--- config.mk ---
export PLATFORM = sky130hd
export DESIGN_NAME = dfu_image_suffix_framer
export DESIGN_NICKNAME = d
export VERILOG_FILES = /design/src/sv/dfusf_pkg.sv /design/src/sv/dfu_image_suffix_framer.sv
export VERILOG_INCLUDE_DIRS = /design/src /design/src/sv
export SDC_FILE = /design/constraint.sdc
export NUM_CORES = 1
export LEC_CHECK = 0
export BUFFER_PORTS_ARGS = -buffer_cell sky130_fd_sc_hd__buf_2
export CORE_ASPECT_RATIO = 0.7
export CORE_UTILIZATION = 67
export CTS_BUF_LIST = sky130_fd_sc_hd__clkbuf_4 sky130_fd_sc_hd__clkbuf_8 sky130_fd_sc_hd__clkbuf_16
export DETAILED_ROUTE_END_ITERATION = 6
export PLACE_DENSITY = 0.83
export SYNTH_ARGS = -nofsm -noshare
export SYNTH_HDL_FRONTEND = slang
export SYNTH_SLANG_ARGS = --single-unit
--- constraint.sdc ---
create_clock -name i_clk -period 10.2 [get_ports i_clk]
set_input_delay 1.02 -clock i_clk [delete_from_list [all_inputs] [get_ports i_clk]]
set_output_delay 1.02 -clock i_clk [all_outputs]
set_load 0.02 [all_outputs]
--- src/sv/assert_macros.svh ---
// ----------------------------------------------------------------------------
// assert_macros.svh
// Assertion macros included by the framer RTL.
// ----------------------------------------------------------------------------
`ifndef ASSERT_MACROS_SVH
`define ASSERT_MACROS_SVH

// Property checked at every clock edge outside reset.
`define ASSERT_CLK(lbl, clk, rst_n, prop, msg) \
    lbl: assert property (@(posedge clk) disable iff (!(rst_n)) (prop)) \
        else $error(msg);

// Property checked at every clock edge, reset included.
`define ASSERT_ALWAYS(lbl, clk, prop, msg) \
    lbl: assert property (@(posedge clk) (prop)) else $error(msg);

`endif

--- src/sv/dfusf_pkg.sv ---
// ----------------------------------------------------------------------------
// dfusf_pkg
// Constants, register indexes and CRC helper for the DFU suffix framer.
// ----------------------------------------------------------------------------
package dfusf_pkg;

    localparam logic [31:0] CRC_POLY = 32'hEDB8_8320;
    localparam logic [31:0] CRC_INIT = 32'hFFFF_FFFF;
    localparam logic [31:0] LEN_ADD  = 32'd16;

    localparam int          CFG_W    = 32;
    localparam int          IDX_W    = 3;

    localparam logic [3:0]  SFX_CRC_FIRST = 4'd12;
    localparam logic [3:0]  SFX_FINAL     = 4'd15;

    typedef enum logic [IDX_W-1:0] {
        REG_IMAGE_LENGTH   = 3'd0,
        REG_LENGTH_OFFSET  = 3'd1,
        REG_DEVICE_RELEASE = 3'd2,
        REG_PRODUCT_ID     = 3'd3,
        REG_VENDOR_ID      = 3'd4,
        REG_DFU_VERSION    = 3'd5,
        REG_SIGNATURE      = 3'd6,
        REG_SUFFIX_LENGTH  = 3'd7
    } t_cfg_reg;

    // Reflected CRC-32, one byte.
    function automatic logic [31:0] crc_byte(input logic [31:0] crc, input logic [7:0] b);
        logic [31:0] c;
        c = crc ^ {24'd0, b};
        for (int k = 0; k < 8; k++) begin
            c = c[0] ? ((c >> 1) ^ CRC_POLY) : (c >> 1);
        end
        return c;
    endfunction

endpackage

--- src/sv/dfu_image_suffix_framer.sv ---
// ----------------------------------------------------------------------------
// dfu_image_suffix_framer
// Patches the frame length into the image and appends a DFU suffix and CRC-32.
// ----------------------------------------------------------------------------
// Input channel: i_in_valid / o_in_stall carry one image byte per request.
// Output channel: o_out_valid / i_out_stall carry one framed byte per request,
// o_last marks the final CRC byte of a frame.
// Config: write i_cfg_data to register i_cfg_index when i_cfg_we is high;
// write only while no frame is in flight.
// An accepted byte is loaded into the output register at the edge that accepts it.
// Throughput: one image byte per cycle while the receiver takes bytes. After
// the last image byte, 12 suffix bytes and 4 CRC bytes come from a 16-step
// sequencer, one per cycle unless the receiver stalls, with the input stalled.
// The single output register loads whenever it is empty or being taken, so
// a receiver stall holds the output byte and stalls the input in the same cycle.
// Reset clears the frame position, the CRC, the sequencer and the output valid,
// and loads the register defaults; no clearing pass is needed.
module dfu_image_suffix_framer (
    input  logic                               i_clk,
    input  logic                               i_rst_n,
    input  logic                               i_in_valid,
    output logic                               o_in_stall,
    input  logic [7:0]                         i_data_byte,
    output logic                               o_out_valid,
    input  logic                               i_out_stall,
    output logic [7:0]                         o_out_byte,
    output logic                               o_last,
    input  logic                               i_cfg_we,
    input  logic [dfusf_pkg::IDX_W-1:0]        i_cfg_index,
    input  logic [dfusf_pkg::CFG_W-1:0]        i_cfg_data
);

    logic [31:0] r_image_length;
    logic [15:0] r_length_offset;
    logic [15:0] r_device_release;
    logic [15:0] r_product_id;
    logic [15:0] r_vendor_id;
    logic [15:0] r_dfu_version;
    logic [23:0] r_signature;
    logic [7:0]  r_suffix_length;

    logic [31:0] r_pos,  n_pos;
    logic [31:0] r_crc,  n_crc;
    logic        r_sfx_active, n_sfx_active;
    logic [3:0]  r_sfx_idx,    n_sfx_idx;
    logic        r_out_valid,  n_out_valid;
    logic [7:0]  r_out_byte,   n_out_byte;
    logic        r_out_last,   n_out_last;

    logic        w_out_free;
    logic        w_in_acc;
    logic        w_sfx_step;
    logic [32:0] w_rel;
    logic        w_hit;
    logic [31:0] w_total;
    logic [31:0] w_len_eff;
    logic        w_img_last;
    logic [7:0]  w_img_byte;
    logic [7:0]  w_sfx_byte;

    // config registers
    always_ff @(posedge i_clk) begin
        if (!i_rst_n) begin
            r_image_length   <= 32'd1;
            r_length_offset  <= 16'd32;
            r_device_release <= 16'h0100;
            r_product_id     <= 16'h0140;
            r_vendor_id      <= 16'h0419;
            r_dfu_version    <= 16'h0100;
            r_signature      <= 24'h554644;
            r_suffix_length  <= 8'd16;
        end else if (i_cfg_we) begin
            unique case (dfusf_pkg::t_cfg_reg'(i_cfg_index))
                dfusf_pkg::REG_IMAGE_LENGTH:   r_image_length   <= i_cfg_data[31:0];
                dfusf_pkg::REG_LENGTH_OFFSET:  r_length_offset  <= i_cfg_data[15:0];
                dfusf_pkg::REG_DEVICE_RELEASE: r_device_release <= i_cfg_data[15:0];
                dfusf_pkg::REG_PRODUCT_ID:     r_product_id     <= i_cfg_data[15:0];
                dfusf_pkg::REG_VENDOR_ID:      r_vendor_id      <= i_cfg_data[15:0];
                dfusf_pkg::REG_DFU_VERSION:    r_dfu_version    <= i_cfg_data[15:0];
                dfusf_pkg::REG_SIGNATURE:      r_signature      <= i_cfg_data[23:0];
                dfusf_pkg::REG_SUFFIX_LENGTH:  r_suffix_length  <= i_cfg_data[7:0];
                default: ;
            endcase
        end
    end

    assign w_out_free = !r_out_valid || !i_out_stall;
    assign o_in_stall = r_sfx_active || !w_out_free;
    assign w_in_acc   = i_in_valid && !o_in_stall;
    assign w_sfx_step = r_sfx_active && w_out_free;

    // length field patch
    assign w_total   = r_image_length + dfusf_pkg::LEN_ADD;
    assign w_rel     = {1'b0, r_pos} - ({17'd0, r_length_offset} + 33'd4);
    assign w_hit     = !w_rel[32] && (w_rel[31:2] == 30'd0);
    assign w_len_eff = (r_image_length == 32'd0) ? 32'd1 : r_image_length;
    assign w_img_last = ({1'b0, r_pos} + 33'd1) >= {1'b0, w_len_eff};

    always_comb begin
        w_img_byte = i_data_byte;
        if (w_hit) begin
            case (w_rel[1:0])
                2'd0:    w_img_byte = w_total[7:0];
                2'd1:    w_img_byte = w_total[15:8];
                2'd2:    w_img_byte = w_total[23:16];
                default: w_img_byte = w_total[31:24];
            endcase
        end
    end

    // suffix byte select
    always_comb begin
        unique case (r_sfx_idx)
            4'd0:    w_sfx_byte = r_device_release[7:0];
            4'd1:    w_sfx_byte = r_device_release[15:8];
            4'd2:    w_sfx_byte = r_product_id[7:0];
            4'd3:    w_sfx_byte = r_product_id[15:8];
            4'd4:    w_sfx_byte = r_vendor_id[7:0];
            4'd5:    w_sfx_byte = r_vendor_id[15:8];
            4'd6:    w_sfx_byte = r_dfu_version[7:0];
            4'd7:    w_sfx_byte = r_dfu_version[15:8];
            4'd8:    w_sfx_byte = r_signature[23:16];
            4'd9:    w_sfx_byte = r_signature[15:8];
            4'd10:   w_sfx_byte = r_signature[7:0];
            4'd11:   w_sfx_byte = r_suffix_length;
            4'd12:   w_sfx_byte = r_crc[7:0];
            4'd13:   w_sfx_byte = r_crc[15:8];
            4'd14:   w_sfx_byte = r_crc[23:16];
            default: w_sfx_byte = r_crc[31:24];
        endcase
    end

    always_comb begin
        n_pos        = r_pos;
        n_crc        = r_crc;
        n_sfx_active = r_sfx_active;
        n_sfx_idx    = r_sfx_idx;
        n_out_valid  = r_out_valid && i_out_stall;
        n_out_byte   = r_out_byte;
        n_out_last   = r_out_last;
        if (w_in_acc) begin
            n_out_valid = 1'b1;
            n_out_byte  = w_img_byte;
            n_out_last  = 1'b0;
            n_crc       = dfusf_pkg::crc_byte(r_crc, w_img_byte);
            if (w_img_last) begin
                n_pos        = 32'd0;
                n_sfx_active = 1'b1;
                n_sfx_idx    = 4'd0;
            end else begin
                n_pos = r_pos + 32'd1;
            end
        end else if (w_sfx_step) begin
            n_out_valid = 1'b1;
            n_out_byte  = w_sfx_byte;
            n_out_last  = (r_sfx_idx == dfusf_pkg::SFX_FINAL);
            n_sfx_idx   = r_sfx_idx + 4'd1;
            if (r_sfx_idx < dfusf_pkg::SFX_CRC_FIRST) begin
                n_crc = dfusf_pkg::crc_byte(r_crc, w_sfx_byte);
            end else if (r_sfx_idx == dfusf_pkg::SFX_FINAL) begin
                n_crc        = dfusf_pkg::CRC_INIT;
                n_sfx_active = 1'b0;
            end
        end
    end

    always_ff @(posedge i_clk) begin
        if (!i_rst_n) begin
            r_pos        <= 32'd0;
            r_crc        <= dfusf_pkg::CRC_INIT;
            r_sfx_active <= 1'b0;
            r_sfx_idx    <= 4'd0;
            r_out_valid  <= 1'b0;
        end else begin
            r_pos        <= n_pos;
            r_crc        <= n_crc;
            r_sfx_active <= n_sfx_active;
            r_sfx_idx    <= n_sfx_idx;
            r_out_valid  <= n_out_valid;
        end
    end

    always_ff @(posedge i_clk) begin
        r_out_byte <= n_out_byte;
        r_out_last <= n_out_last;
    end

    assign o_out_valid = r_out_valid;
    assign o_out_byte  = r_out_byte;
    assign o_last      = r_out_last;

`include "assert_macros.svh"

    `ASSERT_CLK(a_no_in_during_sfx, i_clk, i_rst_n, r_sfx_active |-> o_in_stall, "input taken during suffix")
    `ASSERT_CLK(a_last_starts_sfx, i_clk, i_rst_n, (w_in_acc && w_img_last) |=> (r_sfx_active && r_sfx_idx == 4'd0 && r_pos == 32'd0), "suffix not started")
    `ASSERT_CLK(a_last_clears_crc, i_clk, i_rst_n, (o_out_valid && o_last) |-> (!r_sfx_active && r_crc == dfusf_pkg::CRC_INIT), "frame not closed on last")

endmodule

==> out/summary.md <==
* result of the run: finished, final reports clean
* routability congestion estimate from global placement: 1.032
* total congestion overflow after global routing: 0
* cell with the most instances on the worst path: sky130_fd_sc_hd__nand3_1
* Worst-Skew Late Latency: 0.56 ns
* chain of cells forming the critical path: inv_1, nor3_1, nand3_1, nor4_1, nand3_1, nor2_1, and3_1, and3_1, xor2_1, ha_1, and3_1, nand3_1, nor3_1, a31oi_1, o21ai_0, nor3_1, a21oi_2, buf_4, nor2_1, nand3_1, a21boi_0
* Post-Syn Instances: 1914
* areal power density over the cells: 232.5 nW/um^2
* Setup-failing EPs final: 0
* Setup TNS Final: 0 ns
* detailed-placement wirelength estimate: 34810 um
* Combinational Power Share: 0.476
* Slew headroom: 0.07806
* CTS max path bufs: 3
* total standard cell area after synthesis: 15300 sq um
* floorplan die height: 128.4 um
* Worst setup EP type: flop
* Max stage delay on crit path: 1.00 ns
* TritonCTS clock tree: built
* design area: 16350 sq um
* kind of path behind the tightest hold check: flop to flop
* floorplan die area: 23450 sq um
* DRC violation total after the first TritonRoute iteration: 2321
* num rows: 45
* YS warnings: 0
* Endpoint, Worst Hold: o_last
* max-slew violation count: 0
* library cell used as clock root buffer: sky130_fd_sc_hd__clkbuf_16
* Die W: 182.6 um
* CTS clk-pin slew, worst paths: 0.06 ns
* power consumption: 3.802 mW
* Worst setup SP type: flop
* top-area cell type share of the netlist area: 0.2814
* via count of the first global-routing pass: 13052
* Post-synth ARST share: 0
* most frequently used flop master after synthesis: sky130_fd_sc_hd__dfxtp_1
* wire length of the first global-routing pass: 74500 um
* number of flip-flops and latches in the synthesized netlist: 223
* Syn-to-layout area delta: 6.895%
* Setup CP Type: flop to flop
* number of I/O port buffers: 58
* total routed wirelength: 48550 um
* fin crit period: 6.389 ns
* Post-CTS Setup Inserts: 0
* worst setup slack after layout: 3.811 ns
* Synth cell types: 103
* Internal Power: 2.279 mW
* part of the total power dissipated in the clock network: 0.240
* synthesized net count: 2034
* overall track demand over capacity in global routing: 0.4117
* Max Cap Violations: 0
* quantity of hold-fixing buffers added after cts: 0
* Tightest Pin Transition: 1.348 ns
* starting density of the core: 0.6949
* placeable core region: 22010 sq um
* switching fraction of total power: 0.4006
* sequential-to-total area share from yosys stat: 0.2971
* worst-case reg-to-reg path depth: 21
* fin crit share: 0.6263
* critical path peak fanout: 27
* Worst R2R End: r_pos[2]
* Final ANT Viol Nets: 0
* share of total power in sequential cells: 0.284
* Avg Inst Size Synth: 7.992 sq um
* number of diodes: 0
* sw power: 1.523 mW
* number of H-tree levels: 1
* startpoint of the worst setup timing path: r_pos[3]
* initial antenna violation count: 0
* data required time at the worst endpoint: 10.65 ns
* number of endpoints with negative hold slack in the final report: 0
* number of detailed-routing iterations run before antenna repair: 7
* clock sink count: 223
* worst hold path cell count: 2
* maximum operating frequency: 156.5 MHz
* Lkg Pwr: 6.294 nW
* area of placed instances: 15520 sq um
* number of enable flip-flop cells after synthesis: 8
* Vias per Instance: 6.534
* Register-to-Register Setup Slack: 3.81 ns
* slowest stage cell, crit path: sky130_fd_sc_hd__nor2_1
* Hold Path Origin: o_last
* number of primary I/O pins: 59
* cell taking the most area after synthesis: sky130_fd_sc_hd__dfxtp_1
* number of nets at the end of the flow: 2017
* Arr. time, crit path: 6.84 ns
* Worst Skew: 0.02410 ns
* routed vias: 14499
* pin count of the biggest net entering global routing: 118
* Max rail drop VDD: 189.8 uV
* Remaining DRCs: 0
* main area contributors after synthesis: sky130_fd_sc_hd__dfxtp_1, sky130_fd_sc_hd__nand2_1, sky130_fd_sc_hd__xnor2_1
* source of the worst register-to-register timing path: r_pos[3]
* Inserted Clock Buffers: 24
* layout cells sized above 1: 0.09143
* post-cts resize count: 0
* setup repair after global routing missed its margin: no
* average wire per cell in the routed design: 21.88 um
* pre-CTS setup slack: 4.218 ns
==> worst max path at each step <==
stage                end  slack, ns  depth (start not counted)
2_1_floorplan  r_crc[25]       5.34                         21
3_3_place_gp   r_crc[25]       4.53                         20
3_5_place_dp    r_pos[2]       4.22                         21
4_1_cts         r_pos[2]       4.17                         21
5_1_grt         r_pos[2]       3.47                         21
6_report        r_pos[2]       3.81                         21
==> metal layers <==
layer / routed length [um] / track usage
met1: 21590 / 0.6264
met2: 18720 / 0.5539
met3: 7447 / 0.1384
met4: 750 / 0.07711
met5: 45 / 0.01400
==> logic make-up (layout without fill, tap and decap cells) <==
kind of cell | count (synthesis) | count (layout) | synth area share
AO/OA/AOI/OAI | 451 | 451 | 0.2106
XOR/XNOR | 184 | 184 | 0.1171
adder cells (fa/ha/maj) | 72 | 72 | 0.05938
buffers and inverters | 209 | 209 | 0.06110
flip-flops | 223 | 223 | 0.2971
multiplexers | 34 | 34 | 0.03108
AND/OR/NAND/NOR | 741 | 741 | 0.2236
==> placed cells by master, fill, tap and decap left out, types with 17 or more instances in the layout <==
master / count
sky130_fd_sc_hd__inv_1: 90
sky130_fd_sc_hd__buf_4: 18
sky130_fd_sc_hd__ha_1: 71
sky130_fd_sc_hd__nand2_1: 390
sky130_fd_sc_hd__mux2i_1: 19
sky130_fd_sc_hd__buf_2: 57
sky130_fd_sc_hd__xor2_1: 39
sky130_fd_sc_hd__dfxtp_1: 215
sky130_fd_sc_hd__clkbuf_16: 24
sky130_fd_sc_hd__nor2_1: 89
sky130_fd_sc_hd__a21boi_0: 136
sky130_fd_sc_hd__nor3_1: 22
sky130_fd_sc_hd__a22oi_1: 29
sky130_fd_sc_hd__xnor2_1: 130
sky130_fd_sc_hd__nand3_1: 85
sky130_fd_sc_hd__o22ai_1: 17
sky130_fd_sc_hd__nor2b_1: 30
sky130_fd_sc_hd__o21ai_0: 61
sky130_fd_sc_hd__nand4_1: 25
sky130_fd_sc_hd__a21oi_1: 54
==> Yosys cell counts, types with 25 or more instances <==
library cell and number:
sky130_fd_sc_hd__nor2_1 90, sky130_fd_sc_hd__ha_1 71, sky130_fd_sc_hd__nand2_1 391, sky130_fd_sc_hd__o21ai_0 61, sky130_fd_sc_hd__inv_1 90, sky130_fd_sc_hd__nand3_1 85, sky130_fd_sc_hd__a21oi_1 55, sky130_fd_sc_hd__clkbuf_1 88
sky130_fd_sc_hd__a21boi_0 136, sky130_fd_sc_hd__nand4_1 25, sky130_fd_sc_hd__nor2b_1 30, sky130_fd_sc_hd__xnor2_1 130, sky130_fd_sc_hd__a22oi_1 29, sky130_fd_sc_hd__xor2_1 39, sky130_fd_sc_hd__dfxtp_1 215
==> power groups by stage <==
| stage | Sequential (mW) | Combinational, mW | Clock [mW] |
|---|---|---|---|
| detailed placement | 1.09 | 1.74 | 0 |
| global placement | 1.09 | 1.70 | 0 |
| finish | 1.08 | 1.81 | 0.912 |
| floorplan | 1.06 | 1.38 | 0 |
| CTS | 1.07 | 1.75 | 0.911 |
| global route | 1.08 | 1.92 | 0.947 |
==> per-stage QoR <==
stage	instances	utilization	hold WS, ns
CTS	2219	0.7428	0.4530
floorplan	1914	-	0.4351
finish	2219	0.7428	0.4547
global route	2219	0.7428	0.4715
global placement	2176	0.7050	0.4415
detailed placement	2176	0.7050	0.4441
==> area by class of cell <==
cell class	instances	area, sq um
Clock buffer	36	728.2
Tap cell	305	381.6
Multi-Input combinational cell	1482	9832
Clock inverter	7	103.9
Timing Repair Buffer	75	420.4
Sequential cell	223	4544
Fill cell	1707	5663
Inverter	91	341.6
==> registers in the layout, summed over array words and instances, names as in the netlist <==
signal	flops
o_out_valid	1
r_sfx_idx	4
r_crc	32
r_image_length	32
r_device_release	16
r_length_offset	16
r_product_id	16
r_dfu_version	16
r_suffix_length	8
r_sfx_active	1
r_signature	24
o_last	1
r_pos	32
r_vendor_id	16
o_out_byte	8
==> critical path, delay by kind of cell (launching register included) <==
kind	cells	cell delay, ns
AO/OA/AOI/OAI	4	0.63
XOR/XNOR	1	0.19
adder cells (fa/ha/maj)	1	0.27
buffers and inverters	2	0.35
flip-flops	1	0.45
AND/OR/NAND/NOR	13	4.38
No activity file was read; power rests on OpenSTA's default activity.
